===== config.mk =====
export PLATFORM = sky130hd
export DESIGN_NAME = msb_first_bit_packer
export DESIGN_NICKNAME = d
export VERILOG_FILES = /design/src/hw/rtl/mfbp_pkg.sv /design/src/hw/rtl/mfbp_store.sv /design/src/hw/rtl/mfbp_shifter.sv /design/src/hw/rtl/msb_first_bit_packer.sv
export SDC_FILE = /design/constraint.sdc
export NUM_CORES = 1
export LEC_CHECK = 0
export ABC_AREA = 1
export BUFFER_PORTS_ARGS = -buffer_cell sky130_fd_sc_hd__clkbuf_2
export CELL_PAD_IN_SITES_DETAIL_PLACEMENT = 0
export CELL_PAD_IN_SITES_GLOBAL_PLACEMENT = 1
export CORE_MARGIN = 2
export CORE_UTILIZATION = 52
export DETAILED_ROUTE_END_ITERATION = 10
export HOLD_SLACK_MARGIN = 0.05
export PLACE_DENSITY = 0.88
export REMOVE_ABC_BUFFERS = 1
export SYNTH_ARGS = -nofsm -noshare
export SYNTH_HDL_FRONTEND = slang
export SYNTH_HIERARCHICAL = 1
export SYNTH_SLANG_ARGS = --single-unit

===== constraint.sdc =====
create_clock -name i_clk -period 5.2 [get_ports i_clk]
set_clock_uncertainty 0.05 [all_clocks]
set_input_delay 0.78 -clock i_clk [delete_from_list [all_inputs] [get_ports i_clk]]
set_output_delay 0.78 -clock i_clk [all_outputs]
set_load 0.01 [all_outputs]

===== src/hw/rtl/mfbp_pkg.sv =====
// ----------------------------------------------------------------------------
// mfbp_pkg
// shared types and constants for the msb-first bit packer
// ----------------------------------------------------------------------------
package mfbp_pkg;

    localparam int BUFFER_BYTES = 32;
    localparam int ADDR_W       = $clog2(BUFFER_BYTES);
    localparam int STORE_BITS   = BUFFER_BYTES * 8;
    localparam int MAX_PUSH     = 8;
    localparam int MAX_PULL     = 16;

    localparam logic [7:0] C_CLR_MASK = 8'hfe;
    localparam logic [7:0] C_BIT_MASK = 8'h01;

    typedef enum logic [1:0] {
        OP_START = 2'd0,
        OP_LOAD  = 2'd1,
        OP_PUSH  = 2'd2,
        OP_PULL  = 2'd3
    } t_op;

    typedef enum logic [2:0] {
        ERR_OK           = 3'd0,
        ERR_CAPACITY     = 3'd1,
        ERR_LENGTH       = 3'd2,
        ERR_LEN_OVER_CAP = 3'd3,
        ERR_COUNT        = 3'd4
    } t_err;

    typedef enum logic [2:0] {
        S_IDLE,
        S_PULL,
        S_PUSH_RD,
        S_PUSH_WR,
        S_DONE
    } t_state;

    typedef struct packed {
        logic       load;
        logic [7:0] push_value;
        logic       pull_en;
        logic [2:0] pull_sel;
        logic [2:0] push_idx;
        logic [2:0] push_sh;
    } t_shift_ctl;

endpackage


===== src/hw/rtl/mfbp_store.sv =====
// ----------------------------------------------------------------------------
// mfbp_store
// byte store, one write port and one registered read port
// ----------------------------------------------------------------------------
module mfbp_store
    import mfbp_pkg::*;
(
    input  logic              i_clk,
    input  logic              i_we,
    input  logic [ADDR_W-1:0] i_waddr,
    input  logic [7:0]        i_wdata,
    input  logic [ADDR_W-1:0] i_raddr,
    output logic [7:0]        o_rdata
);

    logic [7:0] r_mem [BUFFER_BYTES];
    logic [7:0] r_rdata;

    always_ff @(posedge i_clk) begin
        if (i_we) begin
            r_mem[i_waddr] <= i_wdata;
        end
    end

    always_ff @(posedge i_clk) begin
        r_rdata <= r_mem[i_raddr];
    end

    assign o_rdata = r_rdata;

endmodule


===== src/hw/rtl/mfbp_shifter.sv =====
// ----------------------------------------------------------------------------
// mfbp_shifter
// bit-serial datapath: pull shift register and push bit merge into a byte
// ----------------------------------------------------------------------------
module mfbp_shifter
    import mfbp_pkg::*;
(
    input  logic        i_clk,
    input  t_shift_ctl  i_ctl,
    input  logic [7:0]  i_rd_data,
    output logic [7:0]  o_wr_byte,
    output logic [15:0] o_pulled_value
);

    logic [7:0]  r_pval;
    logic [15:0] r_pull;
    logic        push_bit;

    always_ff @(posedge i_clk) begin
        if (i_ctl.load) begin
            r_pval <= i_ctl.push_value;
            r_pull <= '0;
        end else if (i_ctl.pull_en) begin
            r_pull <= {r_pull[14:0], i_rd_data[i_ctl.pull_sel]};
        end
    end

    always_comb begin
        push_bit  = r_pval[i_ctl.push_idx];
        // keep earlier bits, place the new bit, clear later bits
        o_wr_byte = (i_rd_data & (C_CLR_MASK << i_ctl.push_sh))
                  | ((C_BIT_MASK & {7'b0, push_bit}) << i_ctl.push_sh);
    end

    assign o_pulled_value = r_pull;

endmodule


===== src/hw/rtl/msb_first_bit_packer.sv =====
// ----------------------------------------------------------------------------
// msb_first_bit_packer
// bit-stream buffer over a byte store, msb first within each byte
// ----------------------------------------------------------------------------
// An item is taken when start is high and busy is low; busy then stays high
// until the cycle of o_done, which carries the result for exactly one cycle
// and cannot be held off. Start, load and every rejected item go from
// acceptance straight to the done state. A pull of n bits moves one bit
// per cycle through the registered read port of the byte store. A push of
// n bits does a read-modify-write of the store for every bit, a read state
// and then a write state per bit. The next item can be taken in the cycle
// after o_done.
// ----------------------------------------------------------------------------
module msb_first_bit_packer
    import mfbp_pkg::*;
(
    input  logic        i_clk,
    input  logic        i_rst_n,
    input  logic        start,
    output logic        busy,
    input  logic [1:0]  i_opcode,
    input  logic [8:0]  i_capacity_bits,
    input  logic [8:0]  i_length_bits,
    input  logic [4:0]  i_byte_index,
    input  logic [7:0]  i_byte_value,
    input  logic [7:0]  i_push_value,
    input  logic [4:0]  i_bit_count,
    output logic        o_done,
    output logic [15:0] o_pulled_value,
    output logic [2:0]  o_error_code,
    output logic [8:0]  o_bit_position,
    output logic [8:0]  o_valid_length
);

    t_state     r_state, n_state;
    logic [8:0] r_pos, n_pos;
    logic [8:0] r_len, n_len;
    logic [8:0] r_cap, n_cap;
    logic [4:0] r_cnt, n_cnt;
    t_err       r_err, n_err;
    logic       r_pull_vld, n_pull_vld;
    logic [2:0] r_pull_sh, n_pull_sh;

    logic              accept;
    t_err              acc_err;
    logic [9:0]        pos_sum;
    logic [9:0]        pos_inc;
    logic              mem_we;
    logic [ADDR_W-1:0] mem_waddr;
    logic [7:0]        mem_wdata;
    logic [7:0]        mem_rdata;
    logic [7:0]        wr_byte;
    t_shift_ctl        shift_ctl;

    assign busy   = (r_state != S_IDLE);
    assign accept = start && !busy;

    always_comb begin
        pos_sum = 10'(r_pos) + 10'(i_bit_count);
        acc_err = ERR_OK;
        case (t_op'(i_opcode))
            OP_START: begin
                if (i_length_bits > i_capacity_bits) begin
                    acc_err = ERR_LEN_OVER_CAP;
                end else if (int'(i_capacity_bits) > STORE_BITS) begin
                    acc_err = ERR_CAPACITY;
                end
            end
            OP_LOAD: begin
                if (int'(i_byte_index) >= BUFFER_BYTES) begin
                    acc_err = ERR_CAPACITY;
                end
            end
            OP_PUSH: begin
                if (int'(i_bit_count) > MAX_PUSH) begin
                    acc_err = ERR_COUNT;
                end else if (pos_sum > 10'(r_cap)) begin
                    acc_err = ERR_CAPACITY;
                end
            end
            OP_PULL: begin
                if (int'(i_bit_count) > MAX_PULL) begin
                    acc_err = ERR_COUNT;
                end else if (pos_sum > 10'(r_len)) begin
                    acc_err = ERR_LENGTH;
                end
            end
            default: acc_err = ERR_OK;
        endcase
    end

    always_ff @(posedge i_clk) begin
        if (!i_rst_n) begin
            r_state    <= S_IDLE;
            r_pos      <= '0;
            r_len      <= '0;
            r_cap      <= '0;
            r_cnt      <= '0;
            r_err      <= ERR_OK;
            r_pull_vld <= 1'b0;
            r_pull_sh  <= '0;
        end else begin
            r_state    <= n_state;
            r_pos      <= n_pos;
            r_len      <= n_len;
            r_cap      <= n_cap;
            r_cnt      <= n_cnt;
            r_err      <= n_err;
            r_pull_vld <= n_pull_vld;
            r_pull_sh  <= n_pull_sh;
        end
    end

    always_comb begin
        n_state    = r_state;
        n_pos      = r_pos;
        n_len      = r_len;
        n_cap      = r_cap;
        n_cnt      = r_cnt;
        n_err      = r_err;
        n_pull_vld = 1'b0;
        n_pull_sh  = r_pull_sh;
        pos_inc    = 10'(r_pos) + 10'd1;

        mem_we    = 1'b0;
        mem_waddr = r_pos[ADDR_W+2:3];
        mem_wdata = wr_byte;

        shift_ctl.load       = 1'b0;
        shift_ctl.push_value = i_push_value;
        shift_ctl.pull_en    = r_pull_vld;
        shift_ctl.pull_sel   = r_pull_sh;
        shift_ctl.push_idx   = 3'(r_cnt - 5'd1);
        shift_ctl.push_sh    = ~r_pos[2:0];

        case (r_state)
            S_IDLE: begin
                if (accept) begin
                    shift_ctl.load = 1'b1;
                    n_err          = acc_err;
                    n_cnt          = i_bit_count;
                    n_state        = S_DONE;
                    if (acc_err == ERR_OK) begin
                        case (t_op'(i_opcode))
                            OP_START: begin
                                n_cap = i_capacity_bits;
                                n_len = i_length_bits;
                                n_pos = '0;
                            end
                            OP_LOAD: begin
                                mem_we    = 1'b1;
                                mem_waddr = i_byte_index[ADDR_W-1:0];
                                mem_wdata = i_byte_value;
                            end
                            OP_PUSH: begin
                                if (i_bit_count != 5'd0) begin
                                    n_state = S_PUSH_RD;
                                end
                            end
                            OP_PULL: begin
                                n_state = S_PULL;
                            end
                            default: n_state = S_DONE;
                        endcase
                    end
                end
            end
            S_PULL: begin
                // issue one byte read per bit, shift the bit in once the registered read returns
                if (r_cnt != 5'd0) begin
                    n_pull_vld = 1'b1;
                    n_pull_sh  = ~r_pos[2:0];
                    n_pos      = pos_inc[8:0];
                    n_cnt      = r_cnt - 5'd1;
                end else if (!r_pull_vld) begin
                    n_state = S_DONE;
                end
            end
            S_PUSH_RD: begin
                n_state = S_PUSH_WR;
            end
            S_PUSH_WR: begin
                mem_we = 1'b1;
                n_pos  = pos_inc[8:0];
                if (pos_inc > 10'(r_len)) begin
                    n_len = pos_inc[8:0];
                end
                n_cnt   = r_cnt - 5'd1;
                n_state = (r_cnt == 5'd1) ? S_DONE : S_PUSH_RD;
            end
            S_DONE: begin
                n_state = S_IDLE;
            end
            default: n_state = S_IDLE;
        endcase
    end

    mfbp_store u_store (
        .i_clk   (i_clk),
        .i_we    (mem_we),
        .i_waddr (mem_waddr),
        .i_wdata (mem_wdata),
        .i_raddr (r_pos[ADDR_W+2:3]),
        .o_rdata (mem_rdata)
    );

    mfbp_shifter u_shifter (
        .i_clk          (i_clk),
        .i_ctl          (shift_ctl),
        .i_rd_data      (mem_rdata),
        .o_wr_byte      (wr_byte),
        .o_pulled_value (o_pulled_value)
    );

    assign o_done         = (r_state == S_DONE);
    assign o_error_code   = r_err;
    assign o_bit_position = r_pos;
    assign o_valid_length = r_len;

`ifndef SYNTHESIS
    a_order: assert property (@(posedge i_clk) disable iff (!i_rst_n)
        (r_pos <= r_len) && (r_len <= r_cap))
        else $error("position, length and capacity out of order");

    a_accept_busy: assert property (@(posedge i_clk) disable iff (!i_rst_n)
        accept |=> busy)
        else $error("accepted item did not raise busy");

    a_done_pulse: assert property (@(posedge i_clk) disable iff (!i_rst_n)
        o_done |=> !o_done && !busy)
        else $error("result strobe longer than one cycle");

    a_err_zero: assert property (@(posedge i_clk) disable iff (!i_rst_n)
        (o_done && (r_err != ERR_OK)) |-> (o_pulled_value == 16'd0))
        else $error("pulled value not zero on a rejected item");
`endif

endmodule


# Yosys cells after proc, flatten, opt, wreduce, memory -nomap -nowiden
# Memories as Yosys holds them, arrays and structs flattened. A register that Yosys moved wholly into a read port is not among the register bits.
# Cells that the tools add are included.
# Widths: inputs -> output; s select.
# word_totals
out_inout_bits	39
elab_cells	110
input_bits	49
ramBits	256
n_memories	1
reg_bits	66
# mem_list
name	depth	word_bits	rd	rd_ports_with_merged_regs	wr	line_no	rtl
u_store.r_mem	32	8	1	1	1	mfbp_store.sv:16	logic [7:0] r_mem [BUFFER_BYTES];
# op_classes
add_sub_neg	3
bitwise_logic	3
n_eq_ne	15
mux	49
n_lt_le_gt_ge	9
n_reduce_logical	18
shift	2
# ops
cell	count
$mux 9	8
$mux 8	4
$gt 10x9->1	3
$mux 5	6
$pmux 9 s3	1
$mux 3	8
$pmux 9 s2	1
$pmux 5 s3	1
$mux 1	12
$ne 2x2->1 const B	6
$pmux 3 s4	1
$add 9x1->10 const B	1
$add 9x5->10	1
$reduce_and 5->1	2
$reduce_bool 5->1	2
$gt 9x9->1	1
$gt 9x9->1 const B	1
$pmux 3 s3	1
$and 8x8->8	1
$lt 3x4->1 const B	2
$or 8x8->8	1
$shl 1x3->8	1
$shl 8x3->8 const A	1
$bmux 1 s3	2
23 further kinds	31

# Depth between registers and ports, before layout
# depth
depth_word	11
mapped_depth	25
ltp_nobuf	25

# Hierarchy
# Netlist, hierarchy kept.
# modules_own_cells
module	area_each_um2	seq_area_each_um2	n_inst	cells_per_inst
mfbp_store	10786.6	7847.5	1	922
msb_first_bit_packer	3870.0	840.8	1	590
mfbp_shifter	1159.9	560.5	1	153

# Least setup slack after synthesis
# Ideal clock, no wire load.
# synth_path
path_type	in2reg
start	input i_bit_count[0]
end	register r_cap[0]
stages	24
arrival_ns	3.258
setup_slack_ns	1.780
setup_time_ns	0.113
required_time_ns	5.037
path_buffers	1
path_cell_list	ha_1 > fa_1 > a21oi_1 > o21bai_1 > nand2_1 > a21oi_1 > xor2_1 > inv_1 > ha_1 > nand2_1 > inv_1 > nand2_1 > nand2_1 > nand2_1 > nand2_1 > nand2_1 > nand2_1 > nand2_2 > nand3_4 > nor2_4 > nand3_4 > buf_6 > nor2_1 > nor2_1
# synth_via
elab_chain_cells	7
elab_cells_between_ends	12
cone_classes	add/sub: 1; order compare: 4; mux: 5; reduce/logical: 2
# synth_lines
element	line_no	rtl
start: declaration	msb_first_bit_packer.sv:27	input logic [4:0] i_bit_count,
$add 9x5->10	msb_first_bit_packer.sv:59	pos_sum = 10'(r_pos) + 10'(i_bit_count);
$gt 10x9->1, on equally long branches	msb_first_bit_packer.sv:77, msb_first_bit_packer.sv:84	
$mux 1 / $mux 2 (equally long branches)	msb_first_bit_packer.sv:77, msb_first_bit_packer.sv:84	
$mux 3, on equally long branches	msb_first_bit_packer.sv:75, msb_first_bit_packer.sv:82	
$pmux 3 s3 *	msb_first_bit_packer.sv:61	case (t_op'(i_opcode))
$logic_not 3->1 *	msb_first_bit_packer.sv:143	if (acc_err == ERR_OK) begin
$reduce_and 4->1 (no line) *	n/a	
end signal: assignment	msb_first_bit_packer.sv:106	r_cap <= n_cap;
end: declaration	msb_first_bit_packer.sv:38	logic [8:0] r_cap, n_cap;
# Every way passes the cells marked *; elsewhere a longest branch is shown, timed or not.
# A chain may end at the register's enable or synchronous reset.

# Worst setup path after layout
# layout_path
start	register r_pos[0], in the netlist o_bit_position[0]
end	register r_len[6], in the netlist o_valid_length[6]
# layout_via
elab_chain_cells	8
elab_cells_between_ends	16
cone_classes	add/sub: 2; order compare: 3; eq/ne: 2; mux: 7; reduce/logical: 2
# layout_lines
element	line_no	rtl
start: declaration	msb_first_bit_packer.sv:36	logic [8:0] r_pos, n_pos;
start signal: assignment	msb_first_bit_packer.sv:104	r_pos <= n_pos;
$add 9x5->10	msb_first_bit_packer.sv:59	
$gt 10x9->1, on equally long branches	msb_first_bit_packer.sv:77, msb_first_bit_packer.sv:84	
$mux 1 / $mux 2 (equally long branches)	msb_first_bit_packer.sv:77, msb_first_bit_packer.sv:84	
$mux 3, on equally long branches	msb_first_bit_packer.sv:75, msb_first_bit_packer.sv:82	
$pmux 3 s3	msb_first_bit_packer.sv:61	
$logic_not 3->1	msb_first_bit_packer.sv:143	
$ne 2x2->1 (no line)	n/a	
$reduce_and 5->1 (no line)	n/a	
end signal: assignment	msb_first_bit_packer.sv:105	r_len <= n_len;
end: declaration	msb_first_bit_packer.sv:37	logic [8:0] r_len, n_len;
# Several ways; a longest one is shown, not always the timed one. The select of a mux whose other input is x is not followed.

==> flow_summary_export.csv <==
group,metric,value,unit
run_status,status,"finished, final reports clean",
timing,hold_viol_final,0,
logic_synthesis,synth_compound_area_share,3.402,%
timing,max_slew_margin,14.53,%
pwr,p_comb_share,22.7,%
global_route,grt_max_degree,72,
logic_synthesis,netlist_instances,1665,
logic_synthesis,yosys.area_share.simple,26.40,%
setup_path,crit_cells,21,
setup_path,path_common_cell,"nand2_1",
setup_path,cp_num_buf_inv,1,
final_layout,syn_to_final_growth,11.05,%
setup_path,critPathKind,"flip-flop to flip-flop",
hold_path,hold_path_class,"input pin to flip-flop",
cts,post-cts-setup-buffers,0,
global_route,globalRouteOverflowTotal,0,
cts,hold_buffers,0,
timing,post-route-period-util,75.36,%
timing,layout_setup_ws,1.281,ns
timing,setup_viol,0,
final_layout,antenna_cells,0,
setup_path,critPathTopFamily,"simple AND/OR/NAND/NOR gates",
setup_path,path_cells,"ha_1 -> fa_1 -> a21oi_1 -> o21bai_1 -> nand2_1 -> a21oi_1 -> nand3_1 -> xor2_1 -> ha_1 -> nand3_1 -> nor2_1 -> nand2_1 -> nand2_1 -> nand2_1 -> nand2_2 -> nand3_4 -> o21bai_4 -> nand3_4 -> nand2_1 -> inv_1 -> nor2_1",
pwr,power.switching,2.339,mW
logic_synthesis,synth_edf_count,264,
timing,fin_crit,3.919,ns
cts,cts_root_buf,"clkbuf_16",
final_layout,n_fill_cell,2559,
setup_path,crit_fanout,20,
floorplanning,chipWidth,178.4,um
cts,post_cts_resized,0,
pwr,p_leak,7.395,nW
route,wl_met2,17.66,mm
place,gp_congestion,0.8261,
route,drc,0,
pwr,p_int,5.222,mW
pwr,p_clk_share,35.4,%
run,drv_cap,0,
place,place_ws,1.002,ns
logic_synthesis,synth_seq_area_share,58.48,%
logic_synthesis,synth_top_family_by_area,"simple AND/OR/NAND/NOR gates",
setup_path,required,5.61,ns
logic_synthesis,synthArstFlopShare,0,%
logic_synthesis,syn_area_per_cell,9.499,um^2
route,via_per_inst,5.490,
final_layout,drive_above_1_share,11.72,%
final_layout,final_common_cell,"nand2_1",
floorplanning,core,29800,um^2
route,drt_wl_total,38.13,mm
timing,rsz0062_at_grt,"no",
global_route,antenna_found_initial,0,
pwr,vdd_drop_max,277.6,uV
route,drt_iter0_markers,1014,
final_layout,nets,1825,
global_route,grt_usage,24.04,%
logic_synthesis,ys_warn_count,6,
timing,whs,0.3913,ns
setup_path,critPathLaunchType,"flip-flop",
cts,cts_tree,"yes",
cts,cts_sinks,330,
route,route.top_layer_used,"met4",
place,dp_hpwl,24.55,mm
floorplanning,start_util,53.08,%
cts,clkLatencyLatePin,0.53,ns
final_layout,final_util,58.95,%
global_route,grt_pass1_wl,59.22,mm
setup_path,critPathArrivalTime,4.33,ns
logic_synthesis,ys_ff_latch,330,
cts,cts_max_level,2,
route,wire_per_inst,17.75,um
timing,maxSlewViolCount,0,
floorplanning,fp.dieH,178.4,um
setup_path,reg2reg_depth,21,
setup_path,cp-end-kind,"flip-flop",
setup_path,crit_path_top_delay_cell,"dfxtp_1",
setup_path,cpPeakStageDelay,0.56,ns
place,port_buffers,87,
place,dpl_cell_area,16300,um^2
cts,cts_max_path_buffers,3,
route,wl_met3,2.440,mm
cts,cts_buffers,36,
pwr,pwr_density_cell,430.5,nW/um^2
final_layout,fin_area,17560,um^2
logic_synthesis,muxShareOfSynthArea,0.7594,%
logic_synthesis,synth_flop_cell,"edfxtp_1",
pwr,switching_share,30.94,%
timing,max_clock_freq,255.2,MHz
route,firstDrtPassIters,5,
logic_synthesis,synth-xor-area-share,0.7199,%
timing,tns,0,ns
floorplanning,row_count,63,
route,vias,11790,
floorplanning,ios,88,
route,antenna_left,0,
logic_synthesis,synthAdderAreaFrac,3.686,%
logic_synthesis,netlist_area,15820,um^2
floorplanning,fp.dieArea,31830,um^2
timing,worst_pin_slew,1.281,ns
cts,clk_pin_slew,0.06,ns
logic_synthesis,synth_cell_types,46,
route,routedLengthMet1,17.17,mm
global_route,first_global_vias,10900,
final_layout,final_cell_mix,"nand2_1 (542), edfxtp_1 (264), nand3_1 (224), nor2_1 (136), inv_1 (130)",
hold_path,holdPathStages,1,
pwr,pwr-share-seq,41.9,%
[kinds of logic after synthesis]
family                     after synthesis
and+or+nand+nor                        963
DFF                                    330
buffers and inverters                  210
AOI/OAI and AO/OA                       92
adders and majority gates               46
xor gates and xnor gates                13
muxes                                   11
[worst reg2reg max path, cell delays in order, from the launching register on]
cell,delay (ns)
dfxtp_1,0.56
ha_1,0.27
fa_1,0.21
a21oi_1,0.08
o21bai_1,0.21
nand2_1,0.08
a21oi_1,0.21
nand3_1,0.12
xor2_1,0.20
ha_1,0.31
nand3_1,0.08
nor2_1,0.09
nand2_1,0.06
nand2_1,0.07
nand2_1,0.06
nand2_2,0.08
nand3_4,0.09
o21bai_4,0.49
nand3_4,0.25
nand2_1,0.12
inv_1,0.04
nor2_1,0.11
[sequential cells by signal (all words and copies together) (netlist names)]
register / count
r_pull_sh: 3
r_pull_vld: 1
o_error_code: 3
u_store/o_rdata: 8
r_cap: 9
o_bit_position: 9
u_store/r_mem: 256
u_shifter/r_pval: 8
r_cnt: 5
r_state: 3
u_shifter/o_pulled_value: 16
o_valid_length: 9
[power groups by stage]
| stage | Sequential, mW | Combinational [mW] | Clock [mW] |
|---|---|---|---|
| after floorplan | 3.26 | 1.11 | 0 |
| after global placement | 3.22 | 1.68 | 0 |
| after detailed placement | 3.22 | 1.71 | 0 |
| after CTS | 3.17 | 1.71 | 2.71 |
| after global routing | 3.18 | 1.94 | 2.82 |
| final | 3.17 | 1.72 | 2.67 |
[cells in the mapped netlist, types with 2 or more instances]
master | number | area (um^2)
nand2_1 | 542 | 2034
edfxtp_1 | 264 | 7928
nand3_1 | 224 | 1121
nor2_1 | 136 | 510.5
inv_1 | 130 | 488.0
dfxtp_1 | 66 | 1321
ha_1 | 45 | 563.0
a21oi_1 | 34 | 170.2
o21ai_0 | 32 | 160.2
buf_6 | 27 | 304.0
nand4_1 | 27 | 168.9
buf_2 | 20 | 100.1
clkbuf_1 | 14 | 52.55
xor2_1 | 13 | 113.9
inv_2 | 11 | 41.29
mux2_2 | 8 | 90.09
o21ai_1 | 7 | 35.03
nand3_4 | 6 | 105.1
nor3_1 | 6 | 30.03
buf_4 | 5 | 37.54
nand2_2 | 5 | 31.28
nand3_2 | 4 | 40.04
a21oi_2 | 3 | 26.28
mux2i_1 | 3 | 30.03
nor2_4 | 3 | 33.78
o211ai_1 | 3 | 22.52
o21bai_1 | 3 | 22.52
a31oi_1 | 2 | 12.51
buf_1 | 2 | 7.510
nand2_4 | 2 | 22.52
nor2_2 | 2 | 12.51
nor3_2 | 2 | 20.02
[worst paths after layout]
check | startpoint | endpoint | slack (ns)
max | o_bit_position[0] | o_valid_length[6] | 1.28
max reg2reg | o_bit_position[0] | o_valid_length[6] | 1.28
min reg2reg | r_cnt[4] | r_cnt[4] | 0.42
min | i_push_value[4] | u_shifter/r_pval[4] | 0.39
[per-stage QoR]
stage,total power [mW],instances
floorplan,4.371,1597
global placement,4.898,2082
detailed placement,4.930,2082
CTS,7.593,2148
global route,7.942,2148
finish,7.561,2148
[metal layers]
layer	vias up	GRT usage [%]
met3	57	3.389
met4	0	7.046
met1	5625	33.69
met5	-	0
met2	415	39.11
li1	5696	-
[layout make-up]
cell class	instances	area (um^2)	area share [%]
Sequential cell	330	9254	52.69
Clock buffer	45	1008	5.742
Multi-Input combinational cell	1125	5530	31.49
Timing Repair Buffer	95	495.5	2.821
Inverter	142	536.8	3.056
Tap cell	390	488.0	2.778
Clock inverter	21	251.5	1.432
Power figures use the tool's default switching activity.
